==> src/rtl/ils_pkg.sv <==
// shared command, status and cell control definitions for the indexed list store
`default_nettype none

package ils_pkg;

    typedef enum logic [2:0] {
        CMD_PUSH_BACK  = 3'd0,
        CMD_PUSH_FRONT = 3'd1,
        CMD_POP_BACK   = 3'd2,
        CMD_POP_FRONT  = 3'd3,
        CMD_GET        = 3'd4,
        CMD_INSERT     = 3'd5,
        CMD_REMOVE     = 3'd6,
        CMD_CLEAR      = 3'd7
    } cmd_t;

    typedef enum logic [1:0] {
        STAT_OK        = 2'd0,
        STAT_EMPTY     = 2'd1,
        STAT_BAD_INDEX = 2'd2,
        STAT_FULL      = 2'd3
    } status_t;

    typedef enum logic [1:0] {
        ST_IDLE,
        ST_EXEC,
        ST_REDUCE
    } state_t;

    // per-cycle control broadcast to every cell
    typedef struct packed {
        logic write;
        logic shift_up;
        logic shift_down;
        logic rd_en;
    } cell_ctrl_t;

    localparam int unsigned CMD_W    = 3;
    localparam int unsigned POS_W    = 9;
    localparam int unsigned STATUS_W = 2;
    localparam int unsigned COUNT_W  = 9;
    localparam int unsigned GROUP    = 16;

endpackage

`default_nettype wire

==> src/rtl/ils_cell.sv <==
// one storage cell of the list: holds an entry and trades it with its neighbours
`default_nettype none

module ils_cell
    import ils_pkg::*;
#(
    parameter int unsigned INDEX      = 0,
    parameter int unsigned IDX_W      = 8,
    parameter int unsigned DATA_WIDTH = 64
) (
    input  wire logic                  clk,
    input  wire cell_ctrl_t            ctrl,
    input  wire logic [IDX_W-1:0]      pos,
    input  wire logic [IDX_W-1:0]      rd_idx,
    input  wire logic [DATA_WIDTH-1:0] data_in,
    input  wire logic [DATA_WIDTH-1:0] below_data,
    input  wire logic [DATA_WIDTH-1:0] above_data,
    output logic      [DATA_WIDTH-1:0] data_out,
    output logic      [DATA_WIDTH-1:0] rd_data
);

    localparam logic [IDX_W-1:0] MY_IDX = IDX_W'(INDEX);

    logic [DATA_WIDTH-1:0] entry_reg;
    logic [DATA_WIDTH-1:0] entry_next;

    always_comb
    begin
        entry_next = entry_reg;
        if (ctrl.write && (MY_IDX == pos))
        begin
            entry_next = data_in;
        end
        else if (ctrl.shift_up && (MY_IDX > pos))
        begin
            entry_next = below_data;
        end
        else if (ctrl.shift_down && (MY_IDX >= pos))
        begin
            entry_next = above_data;
        end
    end

    always_ff @(posedge clk)
    begin
        entry_reg <= entry_next;
    end

    assign data_out = entry_reg;
    assign rd_data  = (ctrl.rd_en && (MY_IDX == rd_idx)) ? entry_reg : '0;

endmodule

`default_nettype wire

==> config.mk <==
export PLATFORM = sky130hd
export DESIGN_NAME = ils_cell
export DESIGN_NICKNAME = d
export VERILOG_FILES = /design/src/rtl/ils_pkg.sv /design/src/rtl/ils_cell.sv
export SDC_FILE = /design/constraint.sdc
export NUM_CORES = 1
export LEC_CHECK = 0
export BUFFER_PORTS_ARGS = -buffer_cell sky130_fd_sc_hd__buf_2
export CORE_AREA = 10 10 123 125
export CTS_BUF_LIST = sky130_fd_sc_hd__clkbuf_4
export DETAILED_ROUTE_END_ITERATION = 10
export DIE_AREA = 0 0 133 135
export PLACE_DENSITY = 0.63
export SYNTH_ARGS = -nofsm -noshare
export SYNTH_HDL_FRONTEND = slang
export SYNTH_SLANG_ARGS = --single-unit
export TNS_END_PERCENT = 100
==> constraint.sdc <==
create_clock -name clk -period 2.8 [get_ports clk]
set_input_delay 0.28 -clock clk [delete_from_list [all_inputs] [get_ports clk]]
set_output_delay 0.28 -clock clk [all_outputs]
set_load 0.01 [all_outputs]
==> results.cfg, run 1 <==
[synthesis]
syn_avg_cell_area_um2 = 16.17
synthDominantCellAreaShare = 0.5606
syn_nets = 425
synth_top_cells_by_count = sky130_fd_sc_hd__and2_1, sky130_fd_sc_hd__edfxtp_1, sky130_fd_sc_hd__mux2_4, sky130_fd_sc_hd__clkbuf_1, sky130_fd_sc_hd__buf_6
edff_count_synth = 64
ys.flop_type = sky130_fd_sc_hd__edfxtp_1
syn_area_um2 = 3428
ys_warn_count = 0
synth_top_cell_by_area = sky130_fd_sc_hd__edfxtp_1
synth.distinct_cells = 12
syn_inst = 212
synth.top_cells.by_area = sky130_fd_sc_hd__edfxtp_1, sky130_fd_sc_hd__mux2_4, sky130_fd_sc_hd__and2_1
yosys_register_bits = 64
synthArstFlopShare = 0
yosysSeqAreaShare = 0.5606

[floorplanning]
std_cell_rows = 41
floorplan.io_pins = 341
core_region_area_um2 = 12570
die-height_um = 135
design.die.area_um2 = 17960
initial_core_util = 0.2728
die_width_um = 133

[placed_design]
cell_count_post_placement = 651
portBuffers = 275
placement.cell_area_um2 = 4992
placer_s_final_routability_congestion_estimate = 0.7360

[grt]
grt_max_degree = 65
grt_overflow = 0
via_count_of_the_first_global_routing_pass = 3225
track_usage = 0.1198
grt_first_pass_wirelength_um = 17010
grt_antenna_before_repair = 2

[finish]
number_of_flip_flops_under_the_largest_register_name = 64
layout.nets = 703
flow.area_growth_from_synthesis_pct = 50.40
layout-drive-gt1-share = 0.7333
final_area_um2 = 5156
fillerInstances = 1180
layout.cells.non_filler = 669

[setup_path]
critPathSlowestCell = sky130_fd_sc_hd__and4b_2
worst-path-buf-inv = 3
critical_path.endpoint_type = output port
timing.critical_path.mode_cell = sky130_fd_sc_hd__buf_2
critical_path_at_ns = 1.77
setup.worst_path.class = in -> out
crit_fanout = 31
worst_path_required_ns = 2.52
worstSetupStartpointType = input pin
timing.critical_path.depth = 6
critical_path.cell_chain = buf_2 -> nor4_1 -> and4b_2 -> buf_4 -> and2_1 -> buf_2
timing.critical_path.max_delay_family = simple AND/OR/NAND/NOR gates
crit_path_largest_cell_delay_ns = 0.44

[power]
swShare = 0.1937
power_frac_clock = 0.357
p_seq_frac = 0.546
fin_total_pwr_w = 0.001934
share_comb_of_total_power = 0.097
internal_power_w = 0.001559
powerDensity_nw_per_um2 = 375.0
power.net_switching_w = 0.0003746
ir_drop_uv = 214.6
p_leak_nw = 2.680

[drt]
wirelength_um = 11310
drt_drc_violations_left = 0
vias = 2756
first_pass_iters = 4
postRouteAntennaNets = 0
drt-vias-per-instance = 4.120
drt_first_iter_violations = 38
route.detailed.wl_per_inst_um = 16.90

[sta]
slew_viol_final = 0
period_minus_slack_ns = 2.051
final.period_utilization = 0.7325
timing_hold_violations_final = 0
tightestPinTransition_ns = 0.5973
max_slew_margin = 0.6018
finalSetupViolations = 0
rsz0062_at_grt = no
worst_hold_slack_ns = 0.1738
fin_tns_setup_ns = 0
fmaxAchievable_mhz = 487.6

[clock_network]
cts_resized = 0
cts_root_buffer = sky130_fd_sc_hd__clkbuf_4
numCtsBuffers = 9
cts_tree = built
clock-sinks = 64
max-clock-path-buffers = 2
cts_clock_pin_slew_for_the_worst_setup_and_hold_paths_ns = 0.11
clock_tree.htree_level_count = 3
cts_hold_buffers = 0
postCtsSetupRepairBufs = 0

[job]
max_cap_viol_count = 0

[status]
result_of_the_run = finished clean

[min_path]
hold_path_class = in -> reg
worstHoldPathCells = 2
per-stage QoR:
stage                 util  worst slack, ns
floorplan                -           0.3783
global placement    0.3972           0.7711
detailed placement  0.3972           0.7302
CTS                 0.4099           0.7234
global route        0.4101           0.5875
finish              0.4103           0.7491
cell families after synthesis:
family / Yosys count / synth area share
AO/OA/AOI/OAI: 1 / 0.002920
buffers and inverters: 13 / 0.02737
flip-flops: 64 / 0.5606
multiplexers: 64 / 0.2759
AND/OR/NAND/NOR: 70 / 0.1332
area by class of cell:
cell class                      instances  area, um^2  share of cell area
Multi-Input combinational cell        135        1429              0.2771
Clock inverter                          6       83.83             0.01626
Clock buffer                           10       75.07             0.01456
Tap cell                              172       215.2             0.04174
Antenna cell                            2       5.005           0.0009706
Timing Repair Buffer                  280        1426              0.2766
Sequential cell                        64        1922              0.3727
per-layer routing:
layer / track usage / share of wire
met1: 0.1189 / 0.37
met2: 0.2075 / 0.49
met3: 0.06343 / 0.12
met4: 0.04645 / 0.014
met5: 0 / 0
power by group through the flow:
stage / registers, W / clock network [W] / logic, W
after floorplan: 0.00108 / 0 / 0.0000732
final: 0.00106 / 0.000689 / 0.000188
after global placement: 0.00108 / 0 / 0.000184
after detailed placement: 0.00108 / 0 / 0.000191
after CTS: 0.00106 / 0.000728 / 0.000191
after global routing: 0.00106 / 0.000774 / 0.000205
placed cells by master (no fill, tap or decap), types with 2 or more instances in the layout:
master / synthesis / routed
sky130_fd_sc_hd__clkinv_1: 0 / 2
sky130_fd_sc_hd__clkbuf_4: 0 / 10
sky130_fd_sc_hd__buf_2: 0 / 275
sky130_fd_sc_hd__mux2_2: 4 / 4
sky130_fd_sc_hd__diode_2: 0 / 2
sky130_fd_sc_hd__nor4_2: 2 / 2
sky130_fd_sc_hd__bufinv_16: 0 / 2
sky130_fd_sc_hd__mux2_4: 60 / 60
sky130_fd_sc_hd__buf_4: 0 / 4
sky130_fd_sc_hd__and2_1: 64 / 64
sky130_fd_sc_hd__edfxtp_1: 64 / 64
path summary, 6_finish.rpt:
kind | startpoint | to | slack (ns)
worst max-delay path | rd_idx[2] | rd_data[6] | 0.75
worst min-delay path | data_in[55] | data_out[55]$_DFFE_PP_ | 0.17
No activity file was read; power rests on OpenSTA's default activity.
==> inputs of run 2 (changes only) <==
Settings changed: ABC_AREA set to 1.
Clock period 2.8 ns to 2 ns, I/O delays scaled along.
==> run 2 against run 1 <==
Net effect:
- global-route usage grew 2.4 points
- utilization shrank 0.93 points
- hold slack lost 0.11 ns
- combinational power grew 42%
- clock power grew 1%
- non-clock buffer count grew 2
- wire length grew 19%
==> results.cfg, run 2 <==
[finish]
layout-drive-gt1-share = 0.4723
antennaDiodeCount = 0
layout.cells.non_filler = 803
final_area_um2 = 5040
number_of_flip_flops_under_the_largest_register_name = 64
layout.nets = 841
mostFrequentLayoutCell = sky130_fd_sc_hd__buf_2
commonest_cells_after_routing_fill_and_taps_aside = sky130_fd_sc_hd__buf_2, sky130_fd_sc_hd__nand2_1, sky130_fd_sc_hd__nand3_1, sky130_fd_sc_hd__nor3b_1, sky130_fd_sc_hd__edfxtp_1
flow.area_growth_from_synthesis_pct = 42.63

[grt]
grt_overflow = 0
grt_max_degree = 65
via_count_of_the_first_global_routing_pass = 4000
track_usage = 0.1437
grt_first_pass_wirelength_um = 20820
grt_antenna_before_repair = 0

[synthesis]
ys_warn_count = 0
synth.top_cells.by_area = sky130_fd_sc_hd__edfxtp_1, sky130_fd_sc_hd__nand2_1, sky130_fd_sc_hd__nor3b_1
synth_most_common_cell = sky130_fd_sc_hd__nand2_1
yosys_register_bits = 64
edff_count_synth = 64
syn_avg_cell_area_um2 = 9.628
syn_nets = 580
synth_top_cells_by_count = sky130_fd_sc_hd__nand2_1, sky130_fd_sc_hd__edfxtp_1, sky130_fd_sc_hd__nand3_1, sky130_fd_sc_hd__nor3b_1, sky130_fd_sc_hd__buf_6
synthArstFlopShare = 0
synthDominantCellAreaShare = 0.5439
synth.distinct_cells = 14
syn_area_um2 = 3533
yosysSeqAreaShare = 0.5439
ys.flop_type = sky130_fd_sc_hd__edfxtp_1
synth_top_cell_by_area = sky130_fd_sc_hd__edfxtp_1
syn_inst = 367

[floorplanning]
core_region_area_um2 = 12570
std_cell_rows = 41
die_width_um = 133
design.die.area_um2 = 17960
floorplan.io_pins = 341
die-height_um = 135
initial_core_util = 0.2811

[sta]
finalWorstSetupSlack_ns = 0.4484
fin_tns_setup_ns = 0
timing_hold_violations_final = 0
tightestPinTransition_ns = 0.6871
final.period_utilization = 0.7758
finalSetupViolations = 0
worst_hold_slack_ns = 0.06106
fmaxAchievable_mhz = 644.5
period_minus_slack_ns = 1.552
rsz0062_at_grt = no
slew_viol_final = 0
max_slew_margin = 0.5419

[power]
p_leak_nw = 2.458
ir_drop_uv = 183.3
powerDensity_nw_per_um2 = 484.7

[placed_design]
cell_count_post_placement = 789
pre_cts_slack_ns = 0.3997
placement.cell_area_um2 = 4946
portBuffers = 275
placer_s_final_routability_congestion_estimate = 0.7776
post-dp-hpwl_um = 10230

[setup_path]
critical_path.endpoint_type = output port
critical_path_at_ns = 1.35
critical_path.cell_chain = buf_2 -> nor2_1 -> nand3_2 -> buf_4 -> nor3b_1 -> buf_2
timing.critical_path.max_delay_family = buffers and inverters
critPathSlowestCell = sky130_fd_sc_hd__buf_4
worstSetupStartpointType = input pin
worst_path_required_ns = 1.80
worst-path-buf-inv = 3
timing.critical_path.mode_cell = sky130_fd_sc_hd__buf_2
setup.worst_path.class = in -> out
crit_fanout = 64
crit_path_largest_cell_delay_ns = 0.33

[clock_network]
cts_hold_buffers = 0
cts_resized = 0
numCtsBuffers = 9
cts_tree = built
max-clock-path-buffers = 2
clock-sinks = 64
postCtsSetupRepairBufs = 0
clock_tree.htree_level_count = 3
cts_root_buffer = sky130_fd_sc_hd__clkbuf_4
cts_clock_pin_slew_for_the_worst_setup_and_hold_paths_ns = 0.10

[min_path]
hold_path_class = in -> reg
min_to = data_out[53]$_DFFE_PP_
hold_path.startpoint = above_data[53]
worstHoldPathCells = 3

[drt]
drt_drc_violations_left = 0
first_pass_iters = 4
drt_first_iter_violations = 186
vias = 3681
wirelength_um = 13500
postRouteAntennaNets = 0
route.detailed.wl_per_inst_um = 16.81
drt-vias-per-instance = 4.584

[status]
result_of_the_run = finished clean

[job]
max_cap_viol_count = 0
-- run 2: cell count changes after synthesis, moves of 2 or more --
cell / delta
sky130_fd_sc_hd__nand2_1: +131
sky130_fd_sc_hd__and2_1: -64
sky130_fd_sc_hd__nand3_1: +64
sky130_fd_sc_hd__nor3b_1: +64
sky130_fd_sc_hd__mux2_4: -60
sky130_fd_sc_hd__buf_6: +11
sky130_fd_sc_hd__nor2_1: +8
sky130_fd_sc_hd__buf_1: +4
sky130_fd_sc_hd__mux2_2: -4
sky130_fd_sc_hd__buf_2: +2
sky130_fd_sc_hd__nor4_2: -2
-- run 2: cell families after synthesis --
kind of cell	Yosys count	share of synthesized area
and+or+nand+nor	270	0.3821
DFF	64	0.5439
buffers and inverters	32	0.07188
AOI/OAI and AO/OA	1	0.002125
-- run 2: report_power, final --
group,switching (W),internal [W],leakage (nW)
Sequential,0.00000186,0.00148,0.575
Combinational,0.000131,0.000136,1.83
Clock,0.000438,0.000259,0.0553
-- run 2: worst min-delay path, stage by stage --
cell and delay [ns]:
sky130_fd_sc_hd__buf_2 0.07, sky130_fd_sc_hd__nand2_1 0.04, sky130_fd_sc_hd__nand2_1 0.04
-- run 2: through the flow --
stage | util | total power (W)
2_1_floorplan | - | 0.001609
3_3_place_gp | 0.3935 | 0.001769
3_5_place_dp | 0.3935 | 0.001779
4_1_cts | 0.4010 | 0.002493
5_1_grt | 0.4010 | 0.002583
6_report | 0.4010 | 0.002443
-- run 2: cell type report --
type,count,area [um^2]
Clock buffer,11,82.58
Clock inverter,3,11.26
Fill cell,1294,7528
Multi-Input combinational cell,271,1368
Sequential cell,64,1922
Tap cell,172,215.2
Timing Repair Buffer,282,1441
-- run 2: how the worst max path moves through the flow --
stage / from / end / slack [ns] / depth (start not counted)
after floorplan: pos[7] / data_out[0]$_DFFE_PP_ / 0.02 / 5
after global placement: pos[7] / data_out[0]$_DFFE_PP_ / 0.41 / 8
after detailed placement: pos[5] / data_out[0]$_DFFE_PP_ / 0.40 / 8
after CTS: rd_idx[2] / rd_data[3] / 0.43 / 6
after global routing: rd_idx[5] / rd_data[3] / 0.31 / 6
final: rd_idx[2] / rd_data[3] / 0.45 / 6
-- run 2: metal layers --
metal,global-route usage,vias to the layer above,part of all wire
met5,0,-,0
met3,0.05564,11,0.089
met2,0.2557,190,0.51
met4,0.04401,0,0.011
li1,-,1791,-
met1,0.1537,1689,0.39
==> inputs of run 3 (changes only) <==
Settings changed: PLACE_DENSITY 0.63 to 0.66.
Clock period 2 ns to 1.4 ns, I/O delays scaled along.
==> run 3 against run 2 <==
Net effect:
- the flow now finishes with violations (negative setup slack)
- count of clock-buffer cells in the layout down 1
- final area is 22% higher
- hold slack lost 0.020 ns
- power increased by 69%
- die area is the same
- final cell count grew 12%
- via count up 13%
- critical path depth up 3
- critical endpoint is now data_out[27]$_DFFE_PP_
- largest power group unchanged
==> results.cfg, run 3 (synthesis gave the netlist of run 2 again) <==
[status]
result_of_the_run = finished, violations left
failed_checks = negative setup slack

[setup_path]
worstSetupStartpointType = input pin
timing.critical_path.depth = 9
worst-path-buf-inv = 3
startpoint = pos[5]
critical_path.cell_chain = buf_2 -> nor2_2 -> nand2_2 -> nor2_4 -> nand2_4 -> buf_12 -> nand2_1 -> nand2_1 -> dlygate4sd3_1
critical_path.endpoint_type = flop
timing.critical_path.mode_cell = sky130_fd_sc_hd__nand2_1
worst_path_required_ns = 1.56
critPathSlowestCell = sky130_fd_sc_hd__dlygate4sd3_1
crit_fanout = 14
critical_path_at_ns = 1.57
crit_path_largest_cell_delay_ns = 0.54
timing.critical_path.max_delay_family = buffers and inverters
setup.worst_path.class = in -> reg

[drt]
first_pass_iters = 5
route.detailed.wl_per_inst_um = 17.28
drt_drc_violations_left = 0
vias = 4152
postRouteAntennaNets = 0
wirelength_um = 15500
drt_first_iter_violations = 233
drt-vias-per-instance = 4.629

[finish]
layout-drive-gt1-share = 0.4520
finish.utilization = 0.4908
final_area_um2 = 6168
fillerInstances = 1165
multi_input_area_um2 = 1428
layout.cells.non_filler = 897
number_of_flip_flops_under_the_largest_register_name = 64
layout.nets = 927
regArea_um2 = 1922
flow.area_growth_from_synthesis_pct = 74.58
commonest_cells_after_routing_fill_and_taps_aside = sky130_fd_sc_hd__buf_2, sky130_fd_sc_hd__nand2_1, sky130_fd_sc_hd__nand3_1, sky130_fd_sc_hd__edfxtp_1, sky130_fd_sc_hd__dlygate4sd3_1
mostFrequentLayoutCell = sky130_fd_sc_hd__buf_2

[sta]
slew_viol_final = 0
timing_hold_violations_final = 0
max_slew_margin = 0.7439
tightestPinTransition_ns = 0.3841
finalSetupViolations = 1
rsz0062_at_grt = yes
fmaxAchievable_mhz = 708.6
period_minus_slack_ns = 1.411
finalWorstSetupSlack_ns = -0.01126
final.period_utilization = 1.008

[clock_network]
numCtsBuffers = 9
cts_root_buffer = sky130_fd_sc_hd__clkbuf_4
clock-sinks = 64
cts_tree = built
clock_tree.htree_level_count = 3
cts_clock_pin_slew_for_the_worst_setup_and_hold_paths_ns = 0.11
max-clock-path-buffers = 2

[placed_design]
post-dp-hpwl_um = 10800
cell_count_post_placement = 793
pre_cts_slack_ns = 0.04505
placement.cell_area_um2 = 5084
portBuffers = 275
placer_s_final_routability_congestion_estimate = 0.7963

[power]
p_leak_nw = 3.020
fin_total_pwr_w = 0.004126
ir_drop_uv = 315.5
powerDensity_nw_per_um2 = 668.9

[grt]
grt_first_pass_wirelength_um = 22870
via_count_of_the_first_global_routing_pass = 4403
grt_max_degree = 65
grt_antenna_before_repair = 5
grt_overflow = 0
track_usage = 0.1568

[floorplanning]
std_cell_rows = 41
die-height_um = 135
floorplan.io_pins = 341
design.die.area_um2 = 17960
initial_core_util = 0.2811
die_width_um = 133
core_region_area_um2 = 12570

[min_path]
worstHoldPathCells = 3
hold_path.startpoint = data_in[38]
hold_path_class = in -> reg

[job]
max_cap_viol_count = 0
[run 3: per-stage QoR]
| stage | hold WS [ns] | setup TNS, ns |
|---|---|---|
| global placement | 0.4045 | 0 |
| finish | 0.04128 | -0.01126 |
| global route | 0.009036 | -0.09241 |
| detailed placement | 0.4069 | 0 |
| floorplan | 0.3186 | -5.802 |
| CTS | 0.00008668 | 0 |
[run 3: worst paths after layout]
check                               endpoint  slack, ns
worst min-delay path  data_out[38]$_DFFE_PP_       0.04
worst max-delay path  data_out[27]$_DFFE_PP_      -0.01
[run 3: power breakdown]
group          switching (W)  internal (W)  total, W
sequential        0.00000259       0.00211   0.00211
clock               0.000692      0.000736   0.00143
combinational       0.000236      0.000348  0.000584
total               0.000931       0.00320   0.00413
[run 3: layout make-up]
cell class	instances	area share
Timing Repair Buffer	368	0.3939
Sequential cell	64	0.3116
Antenna cell	6	0.002434
Tap cell	172	0.03489
Multi-Input combinational cell	271	0.2314
Clock buffer	10	0.01217
Clock inverter	6	0.01359
[run 3: timing repair]
item / CTS / global route
hold buffers: 73 / 1
endpoints found under the hold margin: 60 / 1
buffers inserted: 0 / 6
resized for setup: 0 / 22
endpoints found under the setup margin: 0 / 19
[run 3: per-layer routing]
layer	track usage	share of wire
met5	0	0
met4	0.06785	0.022
met1	0.1574	0.36
met3	0.05861	0.092
met2	0.2844	0.52
